**src/hw/rtl/gbba_pkg.sv**
```systemverilog
// Shared types and constants of the grouped block bitmap allocator.
// Depends on nothing; used by the controller, the datapath and the top level.
`timescale 1ns / 1ps

package gbba_pkg;

    localparam int FIELD_W = 18;
    localparam int HINT_W  = 4;
    localparam int CFG_IDX_W = 3;

    localparam logic [CFG_IDX_W-1:0] CFG_GROUP_COUNT      = 3'd0;
    localparam logic [CFG_IDX_W-1:0] CFG_BLOCKS_PER_GROUP = 3'd1;
    localparam logic [CFG_IDX_W-1:0] CFG_BLOCKS_COUNT     = 3'd2;
    localparam logic [CFG_IDX_W-1:0] CFG_FIRST_DATA_BLOCK = 3'd3;
    localparam logic [CFG_IDX_W-1:0] CFG_WRITABLE         = 3'd4;

    typedef enum logic [2:0] {
        ST_OK           = 3'd0,
        ST_NOT_WRITABLE = 3'd1,
        ST_NO_SPACE     = 3'd2,
        ST_RANGE        = 3'd3,
        ST_ALREADY_FREE = 3'd4
    } t_status_code;

    typedef enum logic [3:0] {
        S_CLEAR, S_IDLE, S_DISP, S_HMOD, S_GMUL, S_GLIM, S_RD, S_EVAL, S_PICK,
        S_NEXTG, S_FCHK, S_FDIV, S_FRD, S_FEVAL, S_RES
    } t_state;

    typedef struct packed {
        logic         clr_wr;
        logic         latch;
        logic         hint_sub;
        logic         grp_mul;
        logic         grp_lim;
        logic         rd_scan;
        logic         eval;
        logic         scan_hit;
        logic         word_inc;
        logic         next_grp;
        logic         load_rem;
        logic         div_step;
        logic         rd_free;
        logic         free_clr;
        logic         set_st;
        t_status_code st;
        logic         out_load;
    } t_cmd;

    typedef struct packed {
        logic clr_last;
        logic writable;
        logic kind;
        logic hint_ge_gc;
        logic lim_zero;
        logic found;
        logic more_words;
        logic last_group;
        logic range_bad;
        logic rem_ge_bpg;
        logic div_last;
        logic bit_set;
        logic out_free;
    } t_stat;

endpackage

```
**src/hw/rtl/gbba_ctrl.sv**
```systemverilog
// Controller state machine of the grouped block bitmap allocator.
// Depends on gbba_pkg; drives gbba_datapath through command and status structs.
`timescale 1ns / 1ps

module gbba_ctrl (
    input  logic           i_clk,
    input  logic           i_rst_n,
    input  logic           i_in_valid,
    output logic           o_in_ready,
    input  gbba_pkg::t_stat i_stat,
    output gbba_pkg::t_cmd  o_cmd
);

    gbba_pkg::t_state r_state, n_state;

    always_ff @(posedge i_clk) begin
        if (!i_rst_n) begin
            r_state <= gbba_pkg::S_CLEAR;
        end else begin
            r_state <= n_state;
        end
    end

    assign o_in_ready = (r_state == gbba_pkg::S_IDLE);

    always_comb begin
        n_state = r_state;
        unique case (r_state)
            gbba_pkg::S_CLEAR: if (i_stat.clr_last) n_state = gbba_pkg::S_IDLE;
            gbba_pkg::S_IDLE:  if (i_in_valid) n_state = gbba_pkg::S_DISP;
            gbba_pkg::S_DISP: begin
                if (!i_stat.writable) n_state = gbba_pkg::S_RES;
                else if (i_stat.kind) n_state = gbba_pkg::S_FCHK;
                else n_state = gbba_pkg::S_HMOD;
            end
            gbba_pkg::S_HMOD:  if (!i_stat.hint_ge_gc) n_state = gbba_pkg::S_GMUL;
            gbba_pkg::S_GMUL:  n_state = gbba_pkg::S_GLIM;
            gbba_pkg::S_GLIM:  n_state = gbba_pkg::S_RD;
            gbba_pkg::S_RD: begin
                n_state = i_stat.lim_zero ? gbba_pkg::S_NEXTG : gbba_pkg::S_EVAL;
            end
            gbba_pkg::S_EVAL:  n_state = gbba_pkg::S_PICK;
            gbba_pkg::S_PICK: begin
                if (i_stat.found) n_state = gbba_pkg::S_RES;
                else if (i_stat.more_words) n_state = gbba_pkg::S_RD;
                else n_state = gbba_pkg::S_NEXTG;
            end
            gbba_pkg::S_NEXTG: begin
                n_state = i_stat.last_group ? gbba_pkg::S_RES : gbba_pkg::S_GMUL;
            end
            gbba_pkg::S_FCHK: begin
                n_state = i_stat.range_bad ? gbba_pkg::S_RES : gbba_pkg::S_FDIV;
            end
            gbba_pkg::S_FDIV: begin
                if (!i_stat.rem_ge_bpg) n_state = gbba_pkg::S_FRD;
                else if (i_stat.div_last) n_state = gbba_pkg::S_RES;
            end
            gbba_pkg::S_FRD:   n_state = gbba_pkg::S_FEVAL;
            gbba_pkg::S_FEVAL: n_state = gbba_pkg::S_RES;
            gbba_pkg::S_RES:   if (i_stat.out_free) n_state = gbba_pkg::S_IDLE;
            default:           n_state = gbba_pkg::S_CLEAR;
        endcase
    end

    always_comb begin
        o_cmd = '0;
        o_cmd.st = gbba_pkg::ST_OK;
        unique case (r_state)
            gbba_pkg::S_CLEAR: o_cmd.clr_wr = 1'b1;
            gbba_pkg::S_IDLE:  o_cmd.latch = i_in_valid;
            gbba_pkg::S_DISP: begin
                if (!i_stat.writable) begin
                    o_cmd.set_st = 1'b1;
                    o_cmd.st = gbba_pkg::ST_NOT_WRITABLE;
                end
            end
            gbba_pkg::S_HMOD:  o_cmd.hint_sub = i_stat.hint_ge_gc;
            gbba_pkg::S_GMUL:  o_cmd.grp_mul = 1'b1;
            gbba_pkg::S_GLIM:  o_cmd.grp_lim = 1'b1;
            gbba_pkg::S_RD:    o_cmd.rd_scan = !i_stat.lim_zero;
            gbba_pkg::S_EVAL:  o_cmd.eval = 1'b1;
            gbba_pkg::S_PICK: begin
                if (i_stat.found) begin
                    o_cmd.scan_hit = 1'b1;
                    o_cmd.set_st = 1'b1;
                    o_cmd.st = gbba_pkg::ST_OK;
                end else begin
                    o_cmd.word_inc = i_stat.more_words;
                end
            end
            gbba_pkg::S_NEXTG: begin
                if (i_stat.last_group) begin
                    o_cmd.set_st = 1'b1;
                    o_cmd.st = gbba_pkg::ST_NO_SPACE;
                end else begin
                    o_cmd.next_grp = 1'b1;
                end
            end
            gbba_pkg::S_FCHK: begin
                if (i_stat.range_bad) begin
                    o_cmd.set_st = 1'b1;
                    o_cmd.st = gbba_pkg::ST_RANGE;
                end else begin
                    o_cmd.load_rem = 1'b1;
                end
            end
            gbba_pkg::S_FDIV: begin
                if (i_stat.rem_ge_bpg) begin
                    if (i_stat.div_last) begin
                        o_cmd.set_st = 1'b1;
                        o_cmd.st = gbba_pkg::ST_RANGE;
                    end else begin
                        o_cmd.div_step = 1'b1;
                    end
                end
            end
            gbba_pkg::S_FRD:   o_cmd.rd_free = 1'b1;
            gbba_pkg::S_FEVAL: begin
                o_cmd.set_st = 1'b1;
                if (i_stat.bit_set) begin
                    o_cmd.free_clr = 1'b1;
                    o_cmd.st = gbba_pkg::ST_OK;
                end else begin
                    o_cmd.st = gbba_pkg::ST_ALREADY_FREE;
                end
            end
            gbba_pkg::S_RES:   o_cmd.out_load = i_stat.out_free;
            default: ;
        endcase
    end

endmodule

```
**config.mk**
```make
export PLATFORM = sky130hd
export DESIGN_NAME = gbba_ctrl
export DESIGN_NICKNAME = d
export VERILOG_FILES = /design/src/hw/rtl/gbba_pkg.sv /design/src/hw/rtl/gbba_ctrl.sv
export SDC_FILE = /design/constraint.sdc
export NUM_CORES = 1
export LEC_CHECK = 0
export BUFFER_PORTS_ARGS = -buffer_cell sky130_fd_sc_hd__clkbuf_2
export CAP_MARGIN = 15
export CORE_UTILIZATION = 43
export DETAILED_ROUTE_END_ITERATION = 6
export PLACE_DENSITY = 0.77
export SYNTH_ARGS = -nofsm -noshare
export SYNTH_HDL_FRONTEND = slang
export SYNTH_SLANG_ARGS = --single-unit
```
**constraint.sdc**
```tcl
create_clock -name i_clk -period 1.99 [get_ports i_clk]
set_input_delay 0.0995 -clock i_clk [delete_from_list [all_inputs] [get_ports i_clk]]
set_output_delay 0.0995 -clock i_clk [all_outputs]
set_load 0.01 [all_outputs]
```
# After elaboration in Yosys (flattened, before gate mapping)
# Index checks and enable logic that the tools add are counted.
[totals]
romBits = 0
ram_bits = 0
mem_count = 0
latchBits = 0
output_inout_bits = 20
register_bits = 4
wordCells = 66
[op_classes]
n_addsub = 0
muxes = 43
n_reduce_logical = 3
div_mod_pow = 0
n_mul = 0
magnitude_cmp = 0
n_shift = 0
eq_ne = 19
n_bitwise = 0
[op_table]
columns = ["op", "count"]
rows = [
  ["4-bit 2-to-1 mux", 18],
  ["4-bit case mux with 15 select lines", 1],
  ["4-bit equality test (second input constant)", 7],
  ["4-bit case mux with 6 select lines", 1],
  ["1-bit 2-to-1 mux", 20],
  ["4-bit by 3-bit equality test with 1-bit output (second input constant)", 4],
  ["4-bit by 2-bit equality test with 1-bit output (second input constant)", 2],
  ["2-bit != test (second input constant)", 4],
  ["3-bit 2-to-1 mux", 2],
  ["5-bit AND reduction", 1],
  ["4-bit by 1-bit equality test with 1-bit output (second input constant)", 1],
  ["4-bit logical NOT", 1],
  ["3-bit != test (second input constant)", 1],
  ["2-bit 2-to-1 mux", 1],
  ["1-bit logical NOT", 1],
]

# Longest topological paths before layout
# Gate-level depths: netlist of run 1.
[depth]
word_depth = 3
ltp_mapped = 6
depth_no_buf = 5

# Worst setup path after synthesis of run 1
# OpenSTA, ideal clock, no wires.
[synth_path]
path_kind = "reg-to-reg"
start = "reg r_state[3]"
end = "reg r_state[0]"
setup_ns = 0.117
t_required_ns = 1.873
setup_slack_ns = 0.586
path_stages_with_launch = 6
arrival_ns = 1.288
cell_sequence = "dfxtp_1 > nand2b_2 > a2111oi_4 > nor4_2 > o211a_1 > a22o_1"
[synth_between]
elab_chain_cells = 3
elab_cells_between_ends = 22
cone_classes = "19 x eq/ne; 1 x mux; 2 x reduce/logical"
[synth_lines]
columns = ["item", "line_no", "rtl"]
rows = [
  ["start: declaration", "gbba_ctrl.sv:14", "gbba_pkg::t_state r_state, n_state;"],
  ["start signal: assignment", "gbba_ctrl.sv:18", "r_state <= gbba_pkg::S_CLEAR;"],
  ["start signal: assignment", "gbba_ctrl.sv:20", "r_state <= n_state;"],
  ["4-bit equality test, or another cell as far along", "gbba_ctrl.sv:28", "unique case (r_state)"],
  ["3-bit != test (no source line) or 2-bit != test (tied branches)", "-", ""],
  ["5-bit AND reduction (no source line)", "-", ""],
]
# Several ways; a longest one is shown, not always the timed one.
# A chain may end at the register's enable or synchronous reset.

# Worst setup path after layout of run 1
[layout_path]
start = "reg r_state[1]"
end = "reg r_state[0]"
# The elaborated chain is that of the path after synthesis.

==> results of run 1 <==
-- how the worst max path moves through the flow --
stage                       endpoint  slack [ns]  cells after the start
after CTS                 r_state[0]        0.20                      5
after global placement    r_state[0]        0.34                      5
after floorplan           r_state[0]        0.59                      5
final                     r_state[0]        0.17                      5
after detailed placement  r_state[0]        0.19                      5
after global routing      r_state[0]        0.04                      5
-- per-stage QoR --
step / std cells / utilization / instance area, um^2 / power, uW
after floorplan: 98 / - / 651.9 / 643.3
after global placement: 147 / 0.6321 / 853.3 / 824.1
after detailed placement: 147 / 0.6321 / 853.3 / 838.9
after CTS: 150 / 0.6487 / 875.8 / 946.8
after global routing: 150 / 0.6487 / 875.8 / 1046
final: 150 / 0.6487 / 875.8 / 950.2
-- where the power goes --
| part | total [uW] | switching (uW) | leakage, uW | internal [uW] |
|---|---|---|---|---|
| Combinational | 664 | 387 | 0.000370 | 277 |
| Clock | 103 | 35.4 | 0.0000138 | 67.6 |
| Sequential | 183 | 73.9 | 0.0000328 | 110 |
| Total | 950 | 496 | 0.000417 | 454 |
-- area by class of cell --
class                      instances  area [um^2]  area share
timing repair buffer              39        205.2      0.2343
sequential                         4        80.08     0.09143
multi-input combinational         80        515.5      0.5886
clock buffer                       3        22.52     0.02571
inverter                           9        33.78     0.03857
tap                               15        18.77     0.02143
-- per-layer routing --
metal | track usage | part of all wire
met2 | 0.4492 | 0.46
met1 | 0.3883 | 0.46
met4 | 0.02500 | 0.0067
met3 | 0.07065 | 0.072
met5 | 0 | 0
-- worst max-delay path, cell delays in order, from the launching register on --
cell	delay, ns
dfxtp_1	0.58
nand2b_1	0.28
nor4_4	0.35
nor4_2	0.12
o211a_1	0.16
a22o_1	0.20
-- cell usage after synthesis (2+ instances only) --
cell / count / share of area
a21oi_1: 6 / 0.046
nand2b_1: 4 / 0.038
dfxtp_1: 4 / 0.12
o21ai_0: 5 / 0.038
o32ai_1: 2 / 0.027
nor3_1: 9 / 0.069
clkbuf_1: 2 / 0.012
nor2b_1: 5 / 0.048
nand2_1: 4 / 0.023
buf_2: 3 / 0.023
nor2_1: 14 / 0.081
and3_1: 2 / 0.019
or2_1: 3 / 0.029
and2_1: 3 / 0.029
inv_1: 9 / 0.052
a22oi_1: 2 / 0.023
a22o_1: 2 / 0.027
-- cells by family after synthesis --
kind of cell / share of synthesized area
AND/OR/NAND/NOR: 0.4722
AO/OA/AOI/OAI: 0.3014
buffers and inverters: 0.08637
flip-flops: 0.1228
multiplexers: 0.01727
==> metrics.cfg, run 1 <==
[setup_path]
reg2reg_depth=5
path_class=reg -> reg
worstPathRequired_ns=2.11
startpoint_type=register
crit_fanout=14
r2r-start=r_state[1]
crit_path_end_kind=register
r2r-end=r_state[0]
arrival_ns=1.94
crit_path_start=r_state[1]
reg2reg_slack_ns=0.17

[detailed_routing]
wirelength_mm=2.080
vias=866
first_pass_iters=4
drt_iter0_markers=33
wl_per_cell_um=13.87
final_antenna_net_count=0
remaining_drc_errors=0
viasPerCell=5.773

[global_route]
track_usage=0.2811
antenna_found_initial=0
grt_pass1_vias=693
grt_pass1_wl_mm=3.098
grt.overflow.total=0
grt_max_degree=15

[sta]
fmax_mhz=550.6
post-route-period-util=0.9126
fin_skew_ns=0.003004
slew_viol_final=0
setup_viol=0
max_slew.worst_pin.slew_ns=0.4418
fin_setup_tns_ns=0
layout_setup_ws_ns=0.1739
hold_ws_ns=0.1480
max-slew-margin-rel=0.7051
rsz0062_at_grt=false
finalHoldViolCount=0
min_period_ns=1.816

[synthesis]
syn_inst=98
syn_nets=114
yosysSeqAreaShare=0.1228
avgSynthCellArea_um2=6.652
yosysWarnings=0
synth_edf_count=0
async_flop_share=0
synthFlopType=dfxtp_1
syn-cell-area_um2=651.9
synth_cell_types=36
synth-seq-cells=4

[place]
numPortBuffers=35
pre_cts_ws_ns=0.1925
dp_hpwl_mm=1.686
gp_congestion=0.8508

[cts]
clock_tree.root_cell=clkbuf_4
cts_sinks=4
clock_path_buffers=2
clock_latency_ns=0.24
clk_pin_slew_ns=0.04
numCtsBuffers=3
cts_max_level=1
post-cts-setup-buffers=0
ctsResizeCount=0
hold_buffers=0
cts_tree=yes

[floorplanning]
rows=13
die_h_um=40.94
initial_core_util=0.4829
core_area_mm2=0.001350
pin_count=36
dieArea_mm2=0.001676
die_x_um=40.94

[layout]
largest_reg_flops=4
largest-register=r_state
final_common_cell=clkbuf_2
nFillCells=136
syn_to_final_growth_pct=34.36
drive_gt1_frac=0.3778
finish.net_count=153
final_cell_mix=35 x clkbuf_2, 14 x nor2_1, 9 x inv_1, 9 x nor3_1, 6 x a21oi_1
reg.largest.list=r_state: 4 flops
diodes=0

[hold_path]
min_delay_path_depth=2
hold_end=r_state[2]
hp-start=i_rst_n
holdCritPathClass=in -> reg

[run]
cap_viol_max_count=0

[outcome]
status=complete, no violations

[power]
vdd_ir_drop_max_uv=665.5
p_per_area_mw_per_mm2=1085
p_leak_uw=0.0004167

No activity file was read; power rests on OpenSTA's default activity.
==> run 2, diff against run 1 <==
CORE_ASPECT_RATIO = 0.9   (was unset)
==> metrics.cfg, run 2 (synthesized netlist as in run 1, its figures left out) <==
[setup_path]
worstPathRequired_ns=1.89
startpoint_type=register
arrival_ns=1.68
crit_fanout=17
crit_path_end_kind=primary output
reg2reg_depth=5
path_class=reg -> out

[layout]
final_common_cell=clkbuf_2
multi_input_area_um2=515.5
drive_gt1_frac=0.3778
largest-register=r_state
largest_reg_flops=4
final_area_um2=874.6
finish.net_count=153
syn_to_final_growth_pct=34.17
nFillCells=123
register_area_um2=80.08
stdcell_count=149
final_cell_mix=35 x clkbuf_2, 14 x nor2_1, 9 x inv_1, 9 x nor3_1, 6 x a21oi_1
reg.largest.list=r_state: 4 flops
diodes=0

[floorplanning]
pin_count=36
die_x_um=43.04
core_area_mm2=0.001321
initial_core_util=0.4934
rows=12
die_h_um=38.94
dieArea_mm2=0.001676

[cts]
cts_sinks=4
numCtsBuffers=3
clock_latency_ns=0.25
cts_tree=yes
hold_buffers=0
cts_max_level=1
clk_pin_slew_ns=0.04
clock_tree.root_cell=clkbuf_4
post-cts-setup-buffers=0
ctsResizeCount=0
clock_path_buffers=2

[sta]
finalHoldViolCount=0
max_slew.worst_pin.slew_ns=0.5237
slew_viol_final=0
post-route-period-util=0.8939
fmax_mhz=562.1
setup_viol=0
hold_ws_ns=0.1370
max-slew-margin-rel=0.6504
rsz0062_at_grt=false
fin_skew_ns=0.003918
min_period_ns=1.779
fin_setup_tns_ns=0

[detailed_routing]
wirelength_mm=1.904
met2_length_um=846
vias=846
viasPerCell=5.678
wl_per_cell_um=12.78
drt_iter0_markers=31
dr.max_layer_used=met4
wl_met1_um=860
remaining_drc_errors=0
final_antenna_net_count=0
first_pass_iters=4
met3WireLength_um=146

[power]
p_per_area_mw_per_mm2=1068
p_leak_uw=0.0004159
vdd_ir_drop_max_uv=458.2

[global_route]
grt.overflow.total=0
antenna_found_initial=0
grt_max_degree=18
grt_pass1_wl_mm=3.008
track_usage=0.2558
grt_pass1_vias=660

[outcome]
status=complete, no violations

[hold_path]
holdCritPathClass=in -> reg
min_delay_path_depth=2

[place]
dp_hpwl_mm=1.454
placed_area_um2=852.1
placedCellCount=146
numPortBuffers=35
gp_congestion=0.9370

[run]
cap_viol_max_count=0

[run 2: per-stage QoR]
stage                     setup WS [ns]  utilization  total power (uW)
after floorplan                  0.5857            -             643.3
after global placement           0.2691       0.6449             820.1
after detailed placement         0.2122       0.6449             825.6
after CTS                        0.2120       0.6619             935.1
after global routing            0.08951       0.6619              1019
final                            0.2111       0.6619             934.3
[run 2: power breakdown]
group          internal (uW)  switching, uW  leakage, uW
registers                110           99.0    0.0000328
clock network           67.7           38.2    0.0000138
logic                    276            343     0.000369
total                    454            481     0.000416
[run 2: cell type report]
class / instances / area share
Clock buffer: 3 / 0.02575
Inverter: 9 / 0.03863
Multi-Input combinational cell: 80 / 0.5894
Sequential cell: 4 / 0.09156
Tap cell: 14 / 0.02003
Timing Repair Buffer: 39 / 0.2346
[run 2: final timing paths]
kind                end       start  slack, ns
min          r_state[2]     i_rst_n       0.14
max            o_cmd[4]  r_state[0]       0.21
min reg2reg  r_state[1]  r_state[1]       0.70
max reg2reg  r_state[0]  r_state[1]       0.21
[run 2: worst max-delay path, cell delays in order, from the launching register on]
cell,delay [ns]
dfxtp_1,0.64
or2_1,0.29
nor2_1,0.07
a21oi_1,0.16
o32ai_1,0.11
clkbuf_2,0.15
[run 2: per-layer routing]
layer,GRT usage,vias to the layer above
li1,-,432
met1,0.3315,361
met2,0.3977,47
met3,0.04206,6
met4,0.1591,0
met5,0,-
